## config.mk

```make
export PLATFORM = sky130hd
export DESIGN_NAME = timed_frame_queue
export DESIGN_NICKNAME = d
export VERILOG_FILES = /design/src/hw/rtl/tfq_pkg.sv /design/src/hw/rtl/timed_frame_queue.sv
export VERILOG_INCLUDE_DIRS = /design/src /design/src/hw/rtl
export SDC_FILE = /design/constraint.sdc
export NUM_CORES = 2
export LEC_CHECK = 0
export BUFFER_PORTS_ARGS = -buffer_cell sky130_fd_sc_hd__buf_2
export CORE_MARGIN = 2
export CORE_UTILIZATION = 40
export CTS_CLUSTER_SIZE = 14
export DETAILED_ROUTE_END_ITERATION = 12
export SLEW_MARGIN = 20
export SYNTH_ARGS = -nofsm -noshare
export SYNTH_HDL_FRONTEND = slang
export SYNTH_SLANG_ARGS = --single-unit
export TNS_END_PERCENT = 50
```

## constraint.sdc

```tcl
create_clock -name clk -period 21.2 [get_ports clk]
set_input_delay 4.24 -clock clk [delete_from_list [all_inputs] [get_ports clk]]
set_output_delay 4.24 -clock clk [all_outputs]
set_load 0.02 [all_outputs]
```

## src/hw/rtl/assert_macros.svh

```systemverilog
// ---------------------------------------------------------------------------
// Assertion macros
// Shared concurrent assertion forms, sampled on clk and held off in reset.
// ---------------------------------------------------------------------------
`ifndef ASSERT_MACROS_SVH
`define ASSERT_MACROS_SVH

// Same-cycle implication.
`define TFQ_ASSERT_NOW(lbl, ante, cons) \
	lbl: assert property (@(posedge clk) disable iff (!arst_n) (ante) |-> (cons)) \
		else $error("timed_frame_queue: same-cycle check failed");

// Next-cycle implication.
`define TFQ_ASSERT_NEXT(lbl, ante, cons) \
	lbl: assert property (@(posedge clk) disable iff (!arst_n) (ante) |=> (cons)) \
		else $error("timed_frame_queue: next-cycle check failed");

`endif

```

## src/hw/rtl/tfq_pkg.sv

```systemverilog
// ---------------------------------------------------------------------------
// tfq_pkg
// Types and constants of the timed frame queue.
// ---------------------------------------------------------------------------
package tfq_pkg;

	localparam int unsigned TFQ_CAPACITY    = 32;
	localparam int unsigned TFQ_HANDLE_BITS = 32;
	localparam int unsigned PTS_W           = 64;
	localparam int unsigned HANDLE_PORT_W   = 32;
	localparam int unsigned COUNT_PORT_W    = 6;

	typedef enum logic [2:0] {
		ST_IDLE,
		ST_DROP,
		ST_PUSH,
		ST_ANCHOR,
		ST_DIFF,
		ST_TARGET,
		ST_POP,
		ST_DONE
	} tfq_state_t;

	typedef enum logic [1:0] {
		ALU_DIFF,
		ALU_TARGET,
		ALU_CMP
	} tfq_alu_op_t;

	typedef struct packed {
		logic        rd_next;
		tfq_alu_op_t alu_op;
		logic        mem_we;
		logic        load_result;
	} tfq_ctrl_t;

endpackage

```

## src/hw/rtl/timed_frame_queue.sv

```systemverilog
// ---------------------------------------------------------------------------
// timed_frame_queue
// Ring of timestamped frame handles, drop-oldest on overflow, popped by ticks.
// ---------------------------------------------------------------------------
//
//  channel   handshake                  payload
//  --------  -------------------------  -----------------------------------------
//  item      item_valid / item_stall    cmd, frame_handle, frame_pts, now_time
//  result    result_valid / result_stall shown_valid, shown_handle, shown_pts,
//                                       taken_count, depth, dropped, dropped_handle
//
// A push writes its entry at the tail, first dropping the oldest entry when the ring is
// full; a zero handle leaves the ring alone. A tick anchors media and wall zero if the
// ring is not yet anchored and holds an entry, forms the difference and the target, then
// pops due entries until one is not yet due or the ring is empty. One 65-bit add/compare
// unit serves all timestamp arithmetic; a tick pops one entry per cycle. Reset clears
// pointers, anchor and shown frame. item_stall is high while an item is in work; a
// stalled result holds in its register and the next item is accepted meanwhile.
// ---------------------------------------------------------------------------
`include "assert_macros.svh"

module timed_frame_queue import tfq_pkg::*; #(
	parameter int unsigned CAPACITY    = TFQ_CAPACITY,
	parameter int unsigned HANDLE_BITS = TFQ_HANDLE_BITS
) (
	input  logic                            clk,
	input  logic                            arst_n,
	input  logic                            item_valid,
	output logic                            item_stall,
	input  logic                            cmd,
	input  logic        [HANDLE_PORT_W-1:0] frame_handle,
	input  logic signed [PTS_W-1:0]         frame_pts,
	input  logic signed [PTS_W-1:0]         now_time,
	output logic                            result_valid,
	input  logic                            result_stall,
	output logic                            shown_valid,
	output logic        [HANDLE_PORT_W-1:0] shown_handle,
	output logic signed [PTS_W-1:0]         shown_pts,
	output logic        [COUNT_PORT_W-1:0]  taken_count,
	output logic        [COUNT_PORT_W-1:0]  depth,
	output logic                            dropped,
	output logic        [HANDLE_PORT_W-1:0] dropped_handle
);

	localparam int unsigned AW = $clog2(CAPACITY);
	localparam int unsigned CW = $clog2(CAPACITY + 1);
	localparam int unsigned HW = (HANDLE_BITS < HANDLE_PORT_W) ? HANDLE_BITS : HANDLE_PORT_W;

	// sequencer and ring control
	tfq_state_t      state_q, state_d;
	tfq_ctrl_t       ctrl;
	logic [AW-1:0]   head_q;
	logic [CW-1:0]   count_q;
	logic            anchored_q;
	logic [PTS_W-1:0] media_zero_q;
	logic [PTS_W-1:0] wall_zero_q;
	logic [HW-1:0]   cur_handle_q;
	logic [PTS_W-1:0] cur_pts_q;
	logic            result_valid_q;

	// captured item and working values
	logic            cmd_q;
	logic [HW-1:0]   in_handle_q;
	logic [PTS_W-1:0] in_pts_q;
	logic [PTS_W-1:0] in_now_q;
	logic [PTS_W-1:0] target_q;
	logic [CW-1:0]   taken_q;
	logic            dropped_q;
	logic [HW-1:0]   drop_handle_q;

	// ring storage
	logic [HW-1:0]    handle_mem_q [CAPACITY];
	logic [PTS_W-1:0] pts_mem_q    [CAPACITY];
	logic [HW-1:0]    rd_handle_q;
	logic [PTS_W-1:0] rd_pts_q;

	// result register
	logic                     res_shown_valid_q;
	logic [HANDLE_PORT_W-1:0] res_handle_q;
	logic [PTS_W-1:0]         res_pts_q;
	logic [COUNT_PORT_W-1:0]  res_taken_q;
	logic [COUNT_PORT_W-1:0]  res_depth_q;
	logic                     res_dropped_q;
	logic [HANDLE_PORT_W-1:0] res_drop_handle_q;

	logic             accept;
	logic             result_free;
	logic [HW-1:0]    in_handle;
	logic [AW-1:0]    head_next;
	logic [CW:0]      tail_sum;
	logic [CW:0]      tail_wrap;
	logic [AW-1:0]    tail_idx;
	logic [AW-1:0]    rd_addr;
	logic [PTS_W-1:0] alu_a;
	logic [PTS_W-1:0] alu_b;
	logic             alu_sub;
	logic [PTS_W:0]   alu_b_ext;
	logic [PTS_W:0]   alu_sum;
	logic             pts_le;

	assign item_stall  = (state_q != ST_IDLE);
	assign accept      = item_valid && !item_stall;
	assign result_free = !result_valid_q || !result_stall;
	assign in_handle   = frame_handle[HW-1:0];

	// Advance the ring index with wrap at the capacity.
	assign head_next = (head_q == AW'(CAPACITY - 1)) ? '0 : head_q + 1'b1;

	// Tail slot: head plus fill, folded once back into the ring.
	assign tail_sum  = (CW + 1)'(head_q) + (CW + 1)'(count_q);
	assign tail_wrap = (tail_sum >= (CW + 1)'(CAPACITY)) ? tail_sum - (CW + 1)'(CAPACITY)
	                                                     : tail_sum;
	assign tail_idx  = tail_wrap[AW-1:0];

	// Shared add/compare unit. Sign-extend to 65 bits so the compare is exact;
	// the low 64 bits give the wrapping difference and target.
	always_comb begin
		case (ctrl.alu_op)
			ALU_DIFF: begin
				alu_a   = in_now_q;
				alu_b   = wall_zero_q;
				alu_sub = 1'b1;
			end
			ALU_TARGET: begin
				alu_a   = media_zero_q;
				alu_b   = target_q;
				alu_sub = 1'b0;
			end
			default: begin
				alu_a   = target_q;
				alu_b   = rd_pts_q;
				alu_sub = 1'b1;
			end
		endcase
	end

	assign alu_b_ext = {alu_b[PTS_W-1], alu_b};
	assign alu_sum   = {alu_a[PTS_W-1], alu_a} + (alu_sub ? ~alu_b_ext : alu_b_ext)
	                 + (PTS_W + 1)'(alu_sub);
	// target - pts is not negative: the head entry is due
	assign pts_le    = !alu_sum[PTS_W];

	// Next state.
	always_comb begin
		state_d = state_q;
		unique case (state_q)
			ST_IDLE: begin
				if (accept) begin
					if (!cmd) begin
						if (in_handle == '0)
							state_d = ST_DONE;
						else if (count_q == CW'(CAPACITY))
							state_d = ST_DROP;
						else
							state_d = ST_PUSH;
					end else begin
						if (anchored_q)
							state_d = ST_DIFF;
						else if (count_q != '0)
							state_d = ST_ANCHOR;
						else
							state_d = ST_DONE;
					end
				end
			end
			ST_DROP:   state_d = ST_PUSH;
			ST_PUSH:   state_d = ST_DONE;
			ST_ANCHOR: state_d = ST_DIFF;
			ST_DIFF:   state_d = ST_TARGET;
			ST_TARGET: state_d = (count_q != '0) ? ST_POP : ST_DONE;
			ST_POP: begin
				if (!pts_le || count_q == CW'(1))
					state_d = ST_DONE;
			end
			ST_DONE: begin
				if (result_free)
					state_d = ST_IDLE;
			end
			default: state_d = ST_IDLE;
		endcase
	end

	// Sequencer outputs. The ring read address defaults to the head, so the
	// head entry is already registered when a drop, anchor or pop needs it.
	always_comb begin
		ctrl = '{rd_next: 1'b0, alu_op: ALU_CMP, mem_we: 1'b0, load_result: 1'b0};
		unique case (state_q)
			ST_IDLE, ST_DROP, ST_ANCHOR: ;
			ST_PUSH:   ctrl.mem_we = 1'b1;
			ST_DIFF:   ctrl.alu_op = ALU_DIFF;
			ST_TARGET: ctrl.alu_op = ALU_TARGET;
			ST_POP: begin
				ctrl.alu_op  = ALU_CMP;
				// prefetch the following entry while this one is taken
				ctrl.rd_next = pts_le;
			end
			ST_DONE:   ctrl.load_result = result_free;
			default: ;
		endcase
	end

	assign rd_addr = ctrl.rd_next ? head_next : head_q;

	// Ring storage: one write port, one registered read port.
	always_ff @(posedge clk) begin
		rd_handle_q <= handle_mem_q[rd_addr];
		rd_pts_q    <= pts_mem_q[rd_addr];
		if (ctrl.mem_we) begin
			handle_mem_q[tail_idx] <= in_handle_q;
			pts_mem_q[tail_idx]    <= in_pts_q;
		end
	end

	// Control state.
	always_ff @(posedge clk or negedge arst_n) begin
		if (!arst_n) begin
			state_q        <= ST_IDLE;
			head_q         <= '0;
			count_q        <= '0;
			anchored_q     <= 1'b0;
			media_zero_q   <= '0;
			wall_zero_q    <= '0;
			cur_handle_q   <= '0;
			cur_pts_q      <= '0;
			result_valid_q <= 1'b0;
		end else begin
			state_q <= state_d;
			unique case (state_q)
				ST_DROP: begin
					// drop the oldest entry to make room
					head_q  <= head_next;
					count_q <= CW'(CAPACITY - 1);
				end
				ST_PUSH: count_q <= count_q + 1'b1;
				ST_ANCHOR: begin
					media_zero_q <= rd_pts_q;
					wall_zero_q  <= in_now_q;
					anchored_q   <= 1'b1;
				end
				ST_POP: begin
					if (pts_le) begin
						cur_handle_q <= rd_handle_q;
						cur_pts_q    <= rd_pts_q;
						head_q       <= head_next;
						count_q      <= count_q - 1'b1;
					end
				end
				ST_IDLE, ST_DIFF, ST_TARGET, ST_DONE: ;
				default: ;
			endcase
			if (ctrl.load_result)
				result_valid_q <= 1'b1;
			else if (!result_stall)
				result_valid_q <= 1'b0;
		end
	end

	// Item capture and working values.
	always_ff @(posedge clk) begin
		if (accept) begin
			cmd_q         <= cmd;
			in_handle_q   <= in_handle;
			in_pts_q      <= frame_pts;
			in_now_q      <= now_time;
			taken_q       <= '0;
			dropped_q     <= 1'b0;
			drop_handle_q <= '0;
		end
		if (state_q == ST_DROP) begin
			dropped_q     <= 1'b1;
			drop_handle_q <= rd_handle_q;
		end
		if (state_q == ST_DIFF || state_q == ST_TARGET)
			target_q <= alu_sum[PTS_W-1:0];
		if (state_q == ST_POP && pts_le)
			taken_q <= taken_q + 1'b1;
	end

	// Result register: hold until taken.
	always_ff @(posedge clk) begin
		if (ctrl.load_result) begin
			res_shown_valid_q <= (cur_handle_q != '0);
			res_handle_q      <= HANDLE_PORT_W'(cur_handle_q);
			res_pts_q         <= cur_pts_q;
			res_taken_q       <= cmd_q ? COUNT_PORT_W'(taken_q) : '0;
			res_depth_q       <= COUNT_PORT_W'(count_q);
			res_dropped_q     <= dropped_q;
			res_drop_handle_q <= HANDLE_PORT_W'(drop_handle_q);
		end
	end

	assign result_valid   = result_valid_q;
	assign shown_valid    = res_shown_valid_q;
	assign shown_handle   = res_handle_q;
	assign shown_pts      = res_pts_q;
	assign taken_count    = res_taken_q;
	assign depth          = res_depth_q;
	assign dropped        = res_dropped_q;
	assign dropped_handle = res_drop_handle_q;

	// A pop only runs on an anchored ring that still holds an entry.
	`TFQ_ASSERT_NOW(a_pop_has_entry, state_q == ST_POP, anchored_q && count_q != '0)
	// A drop only happens on a full ring.
	`TFQ_ASSERT_NOW(a_drop_when_full, state_q == ST_DROP, count_q == CW'(CAPACITY))
	// Entries taken plus entries left never exceed the ring size.
	`TFQ_ASSERT_NOW(a_taken_bound, state_q == ST_POP,
		((CW + 1)'(taken_q) + (CW + 1)'(count_q)) <= (CW + 1)'(CAPACITY))
	// A completed tick never reports a pushed entry as dropped.
	`TFQ_ASSERT_NEXT(a_tick_no_drop, state_q == ST_DONE && ctrl.load_result && cmd_q,
		!res_dropped_q)

endmodule

```

# After elaboration in Yosys (flattened, before gate mapping)
# Memory sizes are Yosys's and may differ from the RTL's. A register that Yosys moved wholly into a read port is not among the register bits.
# Cells that the tools add are included.
dict set report word_totals {
  ff_bits 646
  ramBits 3072
  in_bits 165
  out_inout_bits 144
  word_cells 109
  mem_count 2
}
# name depth width read_ports rd_ports_with_merged_regs wr line
set mem_list {}
lappend mem_list {pts_mem_q 32 64 1 1 1 timed_frame_queue.sv:73} ;# logic [PTS_W-1:0] pts_mem_q [CAPACITY];
lappend mem_list {handle_mem_q 32 32 1 1 1 timed_frame_queue.sv:72} ;# logic [HW-1:0] handle_mem_q [CAPACITY];
dict set report classes {
  addsub 8
  n_lt_le_gt_ge 1
  n_eq_ne 16
  muxes 33
  n_bitwise 2
  reduce_logical 23
}
# operator count
set ops {}
lappend ops {{$pmux 64 s2} 2}
lappend ops {{$add 65x1->65} 1}
lappend ops {{$add 65x65->65} 1}
lappend ops {{$mux 65} 1}
lappend ops {{$not 65->65} 1}
lappend ops {{$mux 32} 2}
lappend ops {{$logic_not 32->1} 1}
lappend ops {{$reduce_bool 32->1} 1}
lappend ops {{$pmux 3 s8} 1}
lappend ops {{$mux 3} 7}
lappend ops {{$mux 5} 4}
lappend ops {{$mux 6} 3}
lappend ops {{$pmux 6 s3} 1}
lappend ops {{$add 6x1->6 const B} 2}
lappend ops {{$eq 3x3->1 const B} 4}
lappend ops {{$pmux 5 s2} 1}
lappend ops {{$mux 1} 9}
lappend ops {{$ne 2x2->1 const B} 4}
lappend ops {{$add 5x6->7} 1}
lappend ops {{$ge 7x6->1 const B} 1}
lappend ops {{$eq 3x2->1 const B} 2}
lappend ops {{$eq 6x1->1 const B} 1}
lappend ops {{$eq 6x6->1 const B} 1}
lappend ops {{$reduce_and 2->1} 3}
lappend ops {{other kinds (19)} 28}

# Depth between registers and ports, before layout
dict set report depth {
  ltp_word 11
  depth_mapped 26
  ltp_nobuf 17
}

# Least setup slack after synthesis
# Ideal clock, no wire load.
dict set report synth_timing {
  kind {input-to-reg}
  start {input port result_stall}
  end {register res_depth_q[0], in the netlist depth[0], enable pin}
  setup_time_ns 0.690
  arrival_ns 11.090
  required_time_ns 20.510
  setup_slack_ns 9.420
  stages 1
  n_path_buf 0
  cell_sequence {a21oi_1}
}
dict set report synth_between {
  elab_chain_len 3
}
# element line
set synth_lines {}
lappend synth_lines {{start: declaration} timed_frame_queue.sv:35} ;# input logic result_stall,
lappend synth_lines {{$logic_not 1->1} -}
lappend synth_lines {{$logic_or 1x1->1} timed_frame_queue.sv:103} ;# assign result_free = !result_valid_q || !result_stall;
lappend synth_lines {{$mux 1} timed_frame_queue.sv:187} ;# unique case (state_q)
lappend synth_lines {{end signal: assignment} timed_frame_queue.sv:286} ;# res_depth_q <= COUNT_PORT_W'(count_q);
lappend synth_lines {{end: declaration} timed_frame_queue.sv:82} ;# logic [COUNT_PORT_W-1:0] res_depth_q;
# No other way between the ends.
# A chain may end at the register's enable or synchronous reset.

# Worst setup path in the final report
dict set report layout_timing {
  start {register state_q[1]}
  end {register rd_handle_q[3], read port of handle_mem_q}
}
dict set report layout_between {
  elab_chain_len 11
  word_cells_on_any_way 16
  cone_classes {add/sub (2); eq/ne (4); mux (7); bitwise (1); reduce/logical (2)}
}
# element line
set layout_lines {}
lappend layout_lines {{start: declaration} timed_frame_queue.sv:50} ;# tfq_state_t state_q, state_d;
lappend layout_lines {{start signal: assignment} timed_frame_queue.sv:227} ;# state_q <= state_d;
lappend layout_lines {{$eq 3x3->1} timed_frame_queue.sv:187}
lappend layout_lines {{$pmux 2 s2} timed_frame_queue.sv:187}
lappend layout_lines {{$eq 2x1->1 / $logic_not 2->1 (equally long branches)} timed_frame_queue.sv:118} ;# case (ctrl.alu_op)
lappend layout_lines {{$pmux 64 s2} timed_frame_queue.sv:118}
lappend layout_lines {{$not 65->65} timed_frame_queue.sv:138} ;# assign alu_sum = {alu_a[PTS_W-1], alu_a} + (alu_sub ? ~alu_b_ext : alu_b_ext)
lappend layout_lines {{$mux 65} timed_frame_queue.sv:138}
lappend layout_lines {{$add 65x65->65} timed_frame_queue.sv:138}
lappend layout_lines {{$add 65x1->65} timed_frame_queue.sv:139} ;# + (PTS_W + 1)'(alu_sub);
lappend layout_lines {{$logic_not 1->1} timed_frame_queue.sv:141} ;# assign pts_le = !alu_sum[PTS_W];
lappend layout_lines {{$mux 1 *} timed_frame_queue.sv:187}
lappend layout_lines {{$mux 5 *} timed_frame_queue.sv:202} ;# assign rd_addr = ctrl.rd_next ? head_next : head_q;
lappend layout_lines {{end: declaration} timed_frame_queue.sv:74} ;# logic [HW-1:0] rd_handle_q;
# Mark *: on every way between the ends. The rest lies on a longest branch, timed or not.

==> metrics.md <==
| Metric | Value |
|---|---|
| Largest net degree at the start of global routing | `251` |
| Leakage | `0.0570 uW` |
| Post-synth top area share | `70.3%` |
| CTS tree | `yes` |
| Fin. Hold Viols | `0` |
| Post-synth EDFFs | `3,477` |
| Max incr delay on CP | `0.89 ns` |
| Top cells by count, synth | `edfxtp_1, nand2_1, mux4_2, mux2i_1, a21oi_1` |
| Max FO, Critical Path | `72` |
| Global-route wire length before repair | `619 mm` |
| Ys Warns | `0` |
| Rel. slew slack | `22.9%` |
| Worst VDD drop | `0.000211 V` |
| Routed wire per std cell | `30.5 microns` |
| WL final | `442 mm` |
| Port bufs | `308` |
| Layout fillers | `31,500` |
| PostCTS Resize Cnt | `0` |
| Design area | `169,000 sq um` |
| Initial antenna violation count | `35` |
| Die H | `614 microns` |
| Mapped Area | `149,000 sq um` |
| Endpoint class of the critical path | `flop` |
| Post-synthesis cell count | `8,825` |
| PD cells | `173 nW/um^2` |
| H-tree levels | `5` |
| Layout net count | `9,449` |
| Vias in the first global route | `82,200` |
| Least-Margin Pin Slew | `1.15 ns` |
| Top Ports | `309` |
| Postcts setup bufs | `0` |
| DRC violations left | `0` |
| Count leader, synth | `edfxtp_1` |
| Largest cells by area after synthesis | `edfxtp_1, mux4_2, dfrtp_1` |
| Synthesized area per cell | `16.8 sq um` |
| Worst min path class | `reg2reg` |
| Post-route clock period utilization | `46.4%` |
| CTS Buf Count | `391` |
| Top FF cell, synth | `edfxtp_1` |
| Avg Vias per Cell | `5.87` |
| Iteration-0 DRC Markers | `10,700` |
| Core Footprint | `369,000 sq um` |
| Layout Skew | `0.0654 ns` |
| Clock Latency Late Sink | `0.99 ns` |
| Gr ovfl total | `0` |
| Run status | `finished, final reports clean` |
| Flops & latches, synth | `3,814` |
| Via count | `85,200` |
| Post-route ant nets | `0` |
| CP delay by family, top | `buffers and inverters` |
| Register area | `112,000 sq um` |
| Top cell by count, worst path | `buf_4` |
| Clk buf depth | `4` |
| Die width | `614 microns` |
| Worst path slowest cell | `buf_4` |
| Clk root buf | `clkbuf_16` |
| Area Overhead vs Synth | `13.9%` |
| Asr flop ratio synth | `6.29%` |
| Synth unique cells | `98` |
| Layout cells sized above 1 | `18.0%` |
| Clock period minus worst slack | `9.84 ns` |
| Fin Setup TNS | `0 ns` |
| Final Wtd Congestion | `0.849` |
| DP Wirelength | `251 mm` |
| Cts hold-fix bufs | `0` |
| Yosys top cell by area | `edfxtp_1` |
| WHS | `0.402 ns` |
| First-pass iteration count of the detailed router | `5` |
| Initial core utilization | `40.2%` |
| CP Data Required Time | `22.03 ns` |
| Final Slew Violations | `0` |
| Crit path buffers/inverters | `6` |
| Crit Path Class | `reg2reg` |
| Critical Path Start Type | `flop` |
| Peak Freq | `102 MHz` |
| Die area | `376,000 sq um` |
| CP Cell Sequence | `nand2b_4 -> inv_2 -> mux2_2 -> o21a_1 -> fa_1 -> a211oi_1 -> nor3_1 -> o211ai_1 -> a21oi_2 -> a211oi_1 -> o22a_1 -> buf_4 -> o21ai_2 -> nand2_8 -> buf_4 -> buf_4 -> buf_4 -> buf_4 -> mux4_2 -> a2111oi_0 -> o21ai_1` |
| Register clock-pin slew on the reported worst setup and hold paths | `0.06 ns` |
| # setup viols final | `0` |
| # rows | `223` |
| Area of the multi-input gates | `33,900 sq um` |
| Clock net sink count | `3,814` |
| Synth Net Count | `9,065` |
| Seq/Total Area, Yosys | `75.6%` |
| Worst EP arrival | `10.68 ns` |
| RSZ-0062 raised after global routing | `no` |
| Dpl cell area | `156,000 sq um` |
| Max Cap Viol | `0` |
| All-Layer GR Usage | `23.0%` |
==> stage by stage <==
stage	utilization, %	total power [uW]	setup slack (ns)	cells
2_1_floorplan	-	18300	9.42	8825
3_3_place_gp	42.2	22400	11.48	13800
3_5_place_dp	42.3	22500	11.40	13800
4_1_cts	45.8	29400	11.34	14500
5_1_grt	45.8	30700	10.75	14500
6_report	45.8	29300	11.36	14500
==> sequential cells by signal (all words and copies together) (netlist names), 3 cells and up <==
register and cells:
cur_handle_q 32, target_q 64, state_q 3, in_handle_q 32, taken_count 6, drop_handle_q 32, depth 6, wall_zero_q 64
cur_pts_q 64, handle_mem_q 1024, head_q 5, shown_pts 64, in_now_q 64, pts_mem_q 2048, rd_pts_q 64, count_q 6
dropped_handle 32, taken_q 6, in_pts_q 64, shown_handle 32, rd_handle_q 32, media_zero_q 64
==> layout by cell type, fill, tap and decap left out, drive strengths merged, types with 73 or more instances in the layout <==
cell type,instances
edfxtp,3477
nand2,1197
clkbuf,558
buf,511
mux4,388
mux2i,283
a21oi,263
and3,245
dfrtp,240
a211oi,219
nor2,198
nand3,184
o21ai,174
a31oi,155
mux2,144
a22oi,117
clkinv,117
inv,115
dfxtp,97
nand4,94
o22ai,81
ha,73
==> power by group <==
part           total [uW]  internal (uW)  leakage [uW]  switching, uW
Clock                6920           3990       0.00630           2930
Combinational       12500           4450        0.0156           8020
Sequential           9960           9180        0.0351            778
Total               29300          17600        0.0570          11700
==> routing by layer <==
metal / part of all wire, % / up-vias / GRT usage (%) / wire [microns]
met2: 46 / 4336 / 35.4 / 201000
met1: 41 / 44600 / 33.0 / 183000
met3: 9.6 / 677 / 4.05 / 42600
met4: 3.5 / 14 / 7.79 / 15400
met5: 0.020 / - / 0 / 90
li1: - / 35600 / - / -
==> layout make-up <==
type                    instances  share of cell area [%]
clock inverters               173                    1.17
well taps                    4950                    3.66
diodes                         18                  0.0266
multi-input cells            4391                    20.0
clock buffers                 558                    6.49
inverters                     100                   0.226
flip-flops and latches       3814                    66.4
repair buffers                511                    2.03
==> final timing paths <==
| kind | slack [ns] | cells past startpoint | endpoint | startpoint |
|---|---|---|---|---|
| max in group asynchronous | 15.99 | 3 | media_zero_q[58] | arst_n |
| min in group asynchronous | 3.20 | 1 | media_zero_q[12] | arst_n |
| worst max register to register | 11.36 | 21 | rd_handle_q[3] | state_q[1] |
| worst min register to register | 0.40 | 0 | dropped_handle[11] | drop_handle_q[11] |
| worst max-delay path | 11.36 | 21 | rd_handle_q[3] | state_q[1] |
| worst min-delay path | 0.40 | 0 | dropped_handle[11] | drop_handle_q[11] |
==> cell families after synthesis <==
| logic type | after synthesis | synth area share [%] |
|---|---|---|
| buf+inv | 620 | 1.93 |
| fa+ha+maj | 75 | 0.642 |
| compound gates | 1339 | 6.16 |
| flops | 3814 | 75.6 |
| xor+xnor | 71 | 0.418 |
| mux | 815 | 8.88 |
| simple gates | 2091 | 6.37 |
(Power assumes the default switching activity.)
